`config.mk`:
```
export PLATFORM = sky130hd
export DESIGN_NAME = oef3_ctrl
export DESIGN_NICKNAME = d
export VERILOG_FILES = /design/src/hdl/oef3_pkg.sv /design/src/hdl/oef3_ctrl.sv
export SDC_FILE = /design/constraint.sdc
export NUM_CORES = 1
export LEC_CHECK = 0
export BUFFER_PORTS_ARGS = -buffer_cell sky130_fd_sc_hd__clkbuf_2
export CAP_MARGIN = 20
export CORE_MARGIN = 2
export CORE_UTILIZATION = 35
export DETAILED_ROUTE_END_ITERATION = 8
export SYNTH_ARGS = -nofsm -noshare
export SYNTH_HDL_FRONTEND = slang
export SYNTH_SLANG_ARGS = --single-unit
```
`constraint.sdc`:
```
create_clock -name clk -period 1.9 [get_ports clk]
set_clock_uncertainty 0.15 [all_clocks]
set_input_delay 0.19 -clock clk [delete_from_list [all_inputs] [get_ports clk]]
set_output_delay 0.19 -clock clk [all_outputs]
set_load 0.01 [all_outputs]
```
`src/hdl/oef3_pkg.sv`:
```
// shared types and constants of the three-axis one-euro filter
package oef3_pkg;

    localparam int AXES        = 3;
    localparam int AXIS_W      = $clog2(AXES);
    localparam int SAMPLE_BITS = 32;
    localparam int FRAC_BITS   = 16;
    localparam int TS_BITS     = 64;
    localparam int ALPHA_BITS  = 30;
    localparam int DIV_STEPS   = ALPHA_BITS / 2;
    localparam int STEP_W      = $clog2(DIV_STEPS);
    localparam int CUTOFF_BITS = 26;
    localparam int GAIN_BITS   = 22;
    localparam int CFG_BITS    = 26;
    localparam int IN_BITS     = TS_BITS + AXES * SAMPLE_BITS;
    localparam int OUT_BITS    = AXES * SAMPLE_BITS;

    localparam logic [63:0] TAU_SCALE = 64'd10430378350470;
    localparam logic [63:0] P_LIMIT   = 64'h2000_0000_0000_0000;

    localparam logic [1:0] REG_MIN_CUTOFF   = 2'd0;
    localparam logic [1:0] REG_SPEED_GAIN   = 2'd1;
    localparam logic [1:0] REG_DELTA_CUTOFF = 2'd2;

    typedef enum logic [3:0] {
        OP_NONE,
        OP_LOAD,
        OP_SEED,
        OP_DT,
        OP_PMUL,
        OP_NORM,
        OP_DIV,
        OP_KEEPD,
        OP_DDIFF,
        OP_YDIFF,
        OP_MUL,
        OP_DAPPLY,
        OP_YAPPLY,
        OP_FC,
        OP_OUT
    } dp_op_t;

    typedef enum logic [3:0] {
        ST_IDLE,
        ST_SEED,
        ST_DT,
        ST_PMUL,
        ST_NORM,
        ST_DIV,
        ST_KEEPD,
        ST_DDIFF,
        ST_DMUL,
        ST_DAPPLY,
        ST_FC,
        ST_YDIFF,
        ST_YMUL,
        ST_YAPPLY,
        ST_DONE
    } ctrl_state_t;

    typedef struct packed {
        dp_op_t              op;
        logic [AXIS_W-1:0]   axis;
        logic                use_fc;
    } dp_cmd_t;

    typedef struct packed {
        logic seeded;
    } dp_status_t;

endpackage

```
`src/hdl/oef3_ctrl.sv`:
```
// controller: sequences the datapath and owns the handshakes
module oef3_ctrl
(
    input  logic                  clk,
    input  logic                  rst_n,
    input  logic                  in_valid,
    output logic                  in_ready,
    output logic                  out_valid,
    input  logic                  out_ready,
    input  oef3_pkg::dp_status_t  status,
    output oef3_pkg::dp_cmd_t     cmd
);

    oef3_pkg::ctrl_state_t state_reg;
    oef3_pkg::ctrl_state_t state_next;
    logic [oef3_pkg::AXIS_W-1:0] axis_reg;
    logic [oef3_pkg::AXIS_W-1:0] axis_next;
    logic [oef3_pkg::STEP_W-1:0] step_reg;
    logic [oef3_pkg::STEP_W-1:0] step_next;
    logic phase_reg;
    logic phase_next;
    logic out_valid_reg;
    logic out_valid_next;
    logic out_free;
    logic last_step;
    logic last_axis;

    assign out_free  = !out_valid_reg || out_ready;
    assign last_step = (step_reg == oef3_pkg::STEP_W'(oef3_pkg::DIV_STEPS - 1));
    assign last_axis = (axis_reg == oef3_pkg::AXIS_W'(oef3_pkg::AXES - 1));

    always_comb
    begin
        state_next = state_reg;
        unique case (state_reg)
            oef3_pkg::ST_IDLE:
                if (in_valid)
                    state_next = status.seeded ? oef3_pkg::ST_DT : oef3_pkg::ST_SEED;
            oef3_pkg::ST_SEED:   state_next = oef3_pkg::ST_DONE;
            oef3_pkg::ST_DT:     state_next = oef3_pkg::ST_PMUL;
            oef3_pkg::ST_PMUL:   state_next = oef3_pkg::ST_NORM;
            oef3_pkg::ST_NORM:   state_next = oef3_pkg::ST_DIV;
            oef3_pkg::ST_DIV:
                if (last_step)
                    state_next = phase_reg ? oef3_pkg::ST_YDIFF : oef3_pkg::ST_KEEPD;
            oef3_pkg::ST_KEEPD:  state_next = oef3_pkg::ST_DDIFF;
            oef3_pkg::ST_DDIFF:  state_next = oef3_pkg::ST_DMUL;
            oef3_pkg::ST_DMUL:   state_next = oef3_pkg::ST_DAPPLY;
            oef3_pkg::ST_DAPPLY: state_next = oef3_pkg::ST_FC;
            oef3_pkg::ST_FC:     state_next = oef3_pkg::ST_PMUL;
            oef3_pkg::ST_YDIFF:  state_next = oef3_pkg::ST_YMUL;
            oef3_pkg::ST_YMUL:   state_next = oef3_pkg::ST_YAPPLY;
            oef3_pkg::ST_YAPPLY:
                state_next = last_axis ? oef3_pkg::ST_DONE : oef3_pkg::ST_DDIFF;
            oef3_pkg::ST_DONE:
                if (out_free)
                    state_next = oef3_pkg::ST_IDLE;
            default: state_next = oef3_pkg::ST_IDLE;
        endcase
    end

    always_comb
    begin
        cmd.op         = oef3_pkg::OP_NONE;
        cmd.axis       = axis_reg;
        cmd.use_fc     = phase_reg;
        in_ready       = 1'b0;
        axis_next      = axis_reg;
        step_next      = step_reg;
        phase_next     = phase_reg;
        out_valid_next = out_valid_reg && !out_ready;
        unique case (state_reg)
            oef3_pkg::ST_IDLE:
            begin
                in_ready = 1'b1;
                if (in_valid)
                    cmd.op = oef3_pkg::OP_LOAD;
            end
            oef3_pkg::ST_SEED: cmd.op = oef3_pkg::OP_SEED;
            oef3_pkg::ST_DT:
            begin
                cmd.op     = oef3_pkg::OP_DT;
                phase_next = 1'b0;
                axis_next  = '0;
            end
            oef3_pkg::ST_PMUL: cmd.op = oef3_pkg::OP_PMUL;
            oef3_pkg::ST_NORM:
            begin
                cmd.op    = oef3_pkg::OP_NORM;
                step_next = '0;
            end
            oef3_pkg::ST_DIV:
            begin
                cmd.op    = oef3_pkg::OP_DIV;
                step_next = step_reg + 1'b1;
            end
            oef3_pkg::ST_KEEPD: cmd.op = oef3_pkg::OP_KEEPD;
            oef3_pkg::ST_DDIFF: cmd.op = oef3_pkg::OP_DDIFF;
            oef3_pkg::ST_DMUL:
            begin
                cmd.op     = oef3_pkg::OP_MUL;
                cmd.use_fc = 1'b0;
            end
            oef3_pkg::ST_DAPPLY: cmd.op = oef3_pkg::OP_DAPPLY;
            oef3_pkg::ST_FC:
            begin
                cmd.op     = oef3_pkg::OP_FC;
                phase_next = 1'b1;
            end
            oef3_pkg::ST_YDIFF: cmd.op = oef3_pkg::OP_YDIFF;
            oef3_pkg::ST_YMUL:
            begin
                cmd.op     = oef3_pkg::OP_MUL;
                cmd.use_fc = 1'b1;
            end
            oef3_pkg::ST_YAPPLY:
            begin
                cmd.op     = oef3_pkg::OP_YAPPLY;
                phase_next = 1'b0;
                if (!last_axis)
                    axis_next = axis_reg + 1'b1;
            end
            oef3_pkg::ST_DONE:
                if (out_free)
                begin
                    cmd.op         = oef3_pkg::OP_OUT;
                    out_valid_next = 1'b1;
                end
            default: ;
        endcase
    end

    always_ff @(posedge clk or negedge rst_n)
    begin
        if (!rst_n)
        begin
            state_reg     <= oef3_pkg::ST_IDLE;
            axis_reg      <= '0;
            step_reg      <= '0;
            phase_reg     <= 1'b0;
            out_valid_reg <= 1'b0;
        end
        else
        begin
            state_reg     <= state_next;
            axis_reg      <= axis_next;
            step_reg      <= step_next;
            phase_reg     <= phase_next;
            out_valid_reg <= out_valid_next;
        end
    end

    assign out_valid = out_valid_reg;

endmodule

```
# Yosys cells after proc, flatten, opt, wreduce, memory -nomap -nowiden
# Cells that the tools add are included.
totals:
  reg_bits: 12
  inputBits: 5
classes:
  n_addsub: 2
  n_eq_ne: 20
  n_mux: 18
  n_reduce_logical: 13
ops:
  columns: ["cell", "n"]
  rows:
  - ["4-bit one-hot mux with 14 select lines", 2]
  - ["4-bit equality test (second input constant)", 8]
  - ["4-bit two-way mux", 6]
  - ["4-bit by 3-bit equality test with 1-bit output (second input constant)", 4]
  - ["4-bit by 2-bit equality test with 1-bit output (second input constant)", 2]
  - ["2-bit inequality test (second input constant)", 4]
  - ["4-bit one-hot mux with 2 select lines", 1]
  - ["2-bit nonzero test", 3]
  - ["2-bit OR reduction", 3]
  - ["4-bit by 1-bit adder with 4-bit output (second input constant)", 1]
  - ["4-bit by 1-bit equality test with 1-bit output (second input constant)", 1]
  - ["4-bit logical NOT", 1]
  - ["1-bit two-way mux", 4]
  - ["2-bit two-way mux", 2]
  - ["1-bit one-hot mux with 2 select lines", 2]
  - ["2-bit one-hot mux with 2 select lines", 1]
  - ["3-bit AND reduction", 1]
  - ["2-bit by 1-bit adder with 2-bit output (second input constant)", 1]
  - ["2-bit equality test (second input constant)", 1]
  - ["1-bit logical NOT", 2]
  - ["2-bit AND reduction", 1]
  - ["1-bit logical AND", 1]
  - ["1-bit logical OR", 1]

# Longest topological paths before layout
depth:
  ltp_word: 4
  depth_mapped: 6

# Least setup slack after synthesis
# Ideal clock, no wire load.
synth_timing:
  path_type: "register to register"
  start: "register state_reg[3]"
  end: "register state_reg[3]"
  setup_ps: 120
  arrival_ps: 1386
  required_ps: 1630
  slack_ps: 245
  path_stages_with_launch: 6
  n_path_buf: 1
  cell_sequence: "dfrtp_1 buf_6 or4_4 o21ai_2 nor2_1 a31o_1"
synth_via:
  elab_chain_cells: 3
  elab_cells_between_ends: 21
  cone_classes: "17 x eq/ne; 1 x mux; 3 x reduce/logical"
synth_lines:
  columns: ["item", "line_no", "source"]
  rows:
  - ["start, declared", "oef3_ctrl.sv:14", "oef3_pkg::ctrl_state_t state_reg;"]
  - ["start signal, assigned", "oef3_ctrl.sv:137", "state_reg <= oef3_pkg::ST_IDLE;"]
  - ["start signal, assigned", "oef3_ctrl.sv:145", "state_reg <= state_next;"]
  - ["4-bit equality test, or another cell as far along", "oef3_ctrl.sv:35", "unique case (state_reg)"]
  - ["2-bit OR reduction (no source line) or 2-bit inequality test (tied branches)", null, null]
  - ["4-bit one-hot mux with 14 select lines or 3-bit AND reduction (tied branches)", null, null]
# Parallel ways exist; a longest one is shown, timed or not.
# A chain may end at the register's enable or synchronous reset.

# Worst setup path after layout
layout_timing:
  start: "register state_reg[1]"
  end: "output port in_ready"
layout_via:
  elab_chain_cells: 2
layout_lines:
  columns: ["item", "line_no", "source"]
  rows:
  - ["4-bit logical NOT", "oef3_ctrl.sv:72", "unique case (state_reg)"]
  - ["1-bit two-way mux", "oef3_ctrl.sv:72", null]
  - ["end, declared", "oef3_ctrl.sv:7", "output logic in_ready,"]
# Every way passes these cells.

==> results.sh <==
export IMPL_grt_ovfl_total=0
export IMPL_clock_fmax_mhz=542
export IMPL_synthFlopType="dfrtp_1"
export IMPL_wl_mm=2.31
export IMPL_syn_num_nets=119
export IMPL_syn_cell_area_um2=918
export IMPL_clk_path_buf_depth=2
export IMPL_slowest_delay_ns=0.43
export IMPL_grt_pass1_wl_mm=3.70
export IMPL_hpwl_mm=1.61
export IMPL_vdd_drop_max_uv=407
export IMPL_detail_route_first_pass_iterations=4
export IMPL_ant_nets=0
export IMPL_rows=18
export IMPL_finalWorstSetupSlack_ns=0.0552
export IMPL_relSlewSlack_pct=67.7
export IMPL_dr_first_iter_drc_count=31
export IMPL_yosysSeqAreaShare_pct=32.7
export IMPL_start_util_pct=37.1
export IMPL_cp_cell_sequence="buf_4 > or4_4 > inv_1 > clkbuf_2"
export IMPL_cp_arrival_ns=1.50
export IMPL_critical_path_top_delay_family="flip-flops"
export IMPL_report_final_slew_viol_count=0
export IMPL_min_path_type="in2reg"
export IMPL_avgSynthCellArea_um2=8.27
export IMPL_vias_per_cell=5.41
export IMPL_hold_viol_final=0
export IMPL_nets=150
export IMPL_r2r_cells=7
export IMPL_place_area_mm2=0.00103
export IMPL_drcViolationCount=0
export IMPL_ys_async_sr_fraction_pct=100
export IMPL_layout_drive_gt1_share_pct=32.6
export IMPL_first_global_vias=807
export IMPL_io_pins=14
export IMPL_antenna_found_initial=0
export IMPL_place_congestion=0.898
export IMPL_port_buffers=13
export IMPL_die_w_um=55.2
export IMPL_n_antenna_cell=0
export IMPL_cp_depth=4
export IMPL_worstPathRequired_ns=1.56
export IMPL_p_leak_nw=0.538
export IMPL_grt_max_degree=23
export IMPL_slowest_stage="dfrtp_2"
export IMPL_timing_hold_ws_ns=0.120
export IMPL_die_h_um=55.2
export IMPL_cts_clk_slew_worst_paths_ns=0.08
export IMPL_fin_util_pct=48.0
export IMPL_critPathCaptureType="primary output"
export IMPL_grtUsageTotal_pct=14.6
export IMPL_coreArea_mm2=0.00248
export IMPL_cts_tree="done"
export IMPL_total_power_mw=0.474
export IMPL_cts_sinks=12
export IMPL_clkLatencyLatePin_ns=0.27
export IMPL_tightest_slew_ns=0.478
export IMPL_crit_type="reg2out"
export IMPL_place_ws_ns=0.178
export IMPL_min_period_ns=1.84
export IMPL_critical_path_buf_inv_count=3
export IMPL_ys_ff_latch=12
export IMPL_synth_distinct_cells=40
export IMPL_numCtsBuffers=3
export IMPL_worstHoldPathCells=3
export IMPL_period_share_pct=97.1
export IMPL_syn_to_final_growth_pct=29.4
export IMPL_status="complete, no violations"
export IMPL_cts_max_level=1
export IMPL_wire_per_inst_um=13.5
export IMPL_cts_root_buffer="clkbuf_4"
export IMPL_vias=925
export IMPL_die_area_mm2=0.00305
export IMPL_synth_cells=111
export IMPL_synth_edf_count=0
export IMPL_critPathMaxFanout=4
export IMPL_final_area_mm2=0.00119
export IMPL_finalSetupViolCount=0
export IMPL_max_cap_viol_count=0
export IMPL_crit_path_start_kind="register"
export IMPL_yosysWarningCount=0
export IMPL_p_per_area_mw_per_mm2=399
## tightest hold or removal path: cells and delay by family
kind | cells | cell delay, ns
compound gates | 2 | 0.21
buf+inv | 1 | 0.11
## cells in the final DEF (no fill, tap or decap), drive strengths merged, types with 3 or more instances in the layout
cell type,instances
inv,5
ha,3
o21ai,13
clkbuf,17
nor2,7
buf,20
dfrtp,12
nand2,12
nor2b,7
a21oi,6
nor3,3
a211oi,3
## report_power, final
group                  switching, mW  total [mW]  leakage (nW)  internal (mW)
Sequential     0.0000000000000000602       0.255         0.139          0.255
Clock                         0.0900       0.206        0.0210          0.116
Combinational                0.00745      0.0124         0.379        0.00497
Total                         0.0975       0.474         0.538          0.376
## path summary, 6_finish.rpt
path	startpoint	to	slack, ns
worst min register to register	axis_reg[0]	axis_reg[0]	0.38
worst min-delay path	in_valid	state_reg[0]	0.12
max in group asynchronous	rst_n	state_reg[3]	1.17
worst max register to register	state_reg[3]	state_reg[0]	0.14
worst max-delay path	state_reg[1]	in_ready	0.06
min in group asynchronous	rst_n	axis_reg[0]	0.18
## cell usage after synthesis, drive strengths merged, types with 3 or more instances
library cell  count  area (µm²)
ha                3        37.5
a211oi            3        22.5
nor3              3        15.0
nand2            12        45.0
inv               5        18.8
buf               7        40.0
nor2              7        26.3
a21oi             6        30.0
o21ai            13        68.8
nor2b             7        43.8
dfrtp            12         300
## per-stage QoR
step / std cells / TNS (ns)
2_1_floorplan: 111 / 0
3_3_place_gp: 153 / 0
3_5_place_dp: 153 / 0
4_1_cts: 163 / 0
5_1_grt: 171 / -0.000981
6_report: 171 / 0
## per-layer routing
| metal | routed length (µm) | part of all wire (%) | vias up | global-route usage [%] |
|---|---|---|---|---|
| met4 | 40 | 1.7 | 0 | 6.27 |
| met1 | 1110 | 48 | 438 | 21.2 |
| li1 | - | - | 456 | - |
| met5 | 0 | 0 | - | 0 |
| met3 | 122 | 5.3 | 4 | 2.34 |
| met2 | 1040 | 45 | 27 | 21.3 |
## cell families after synthesis
logic type / share of synthesized area (%)
buffers and inverters: 7.22
XOR/XNOR: 1.91
adder cells (fa/ha/maj): 4.09
AND/OR/NAND/NOR: 21.9
multiplexers: 3.41
flip-flops: 32.7
AO/OA/AOI/OAI: 28.7
## cell type report
cell class	instances	area, µm²
Clock buffer	4	36.3
Sequential cell	12	304
Tap cell	30	37.5
Timing Repair Buffer	34	234
Multi-Input combinational cell	85	554
Inverter	6	22.5
Fill cell	240	1290
## timing repair
action,CTS,global route
setup endpoints to repair,2,2
pin swaps,0,1
endpoints found under the hold margin,12,0
hold buffers,1,0
resized for setup,4,5
setup buffers,5,8
Note: power is estimated with default switching activity, not from simulation.
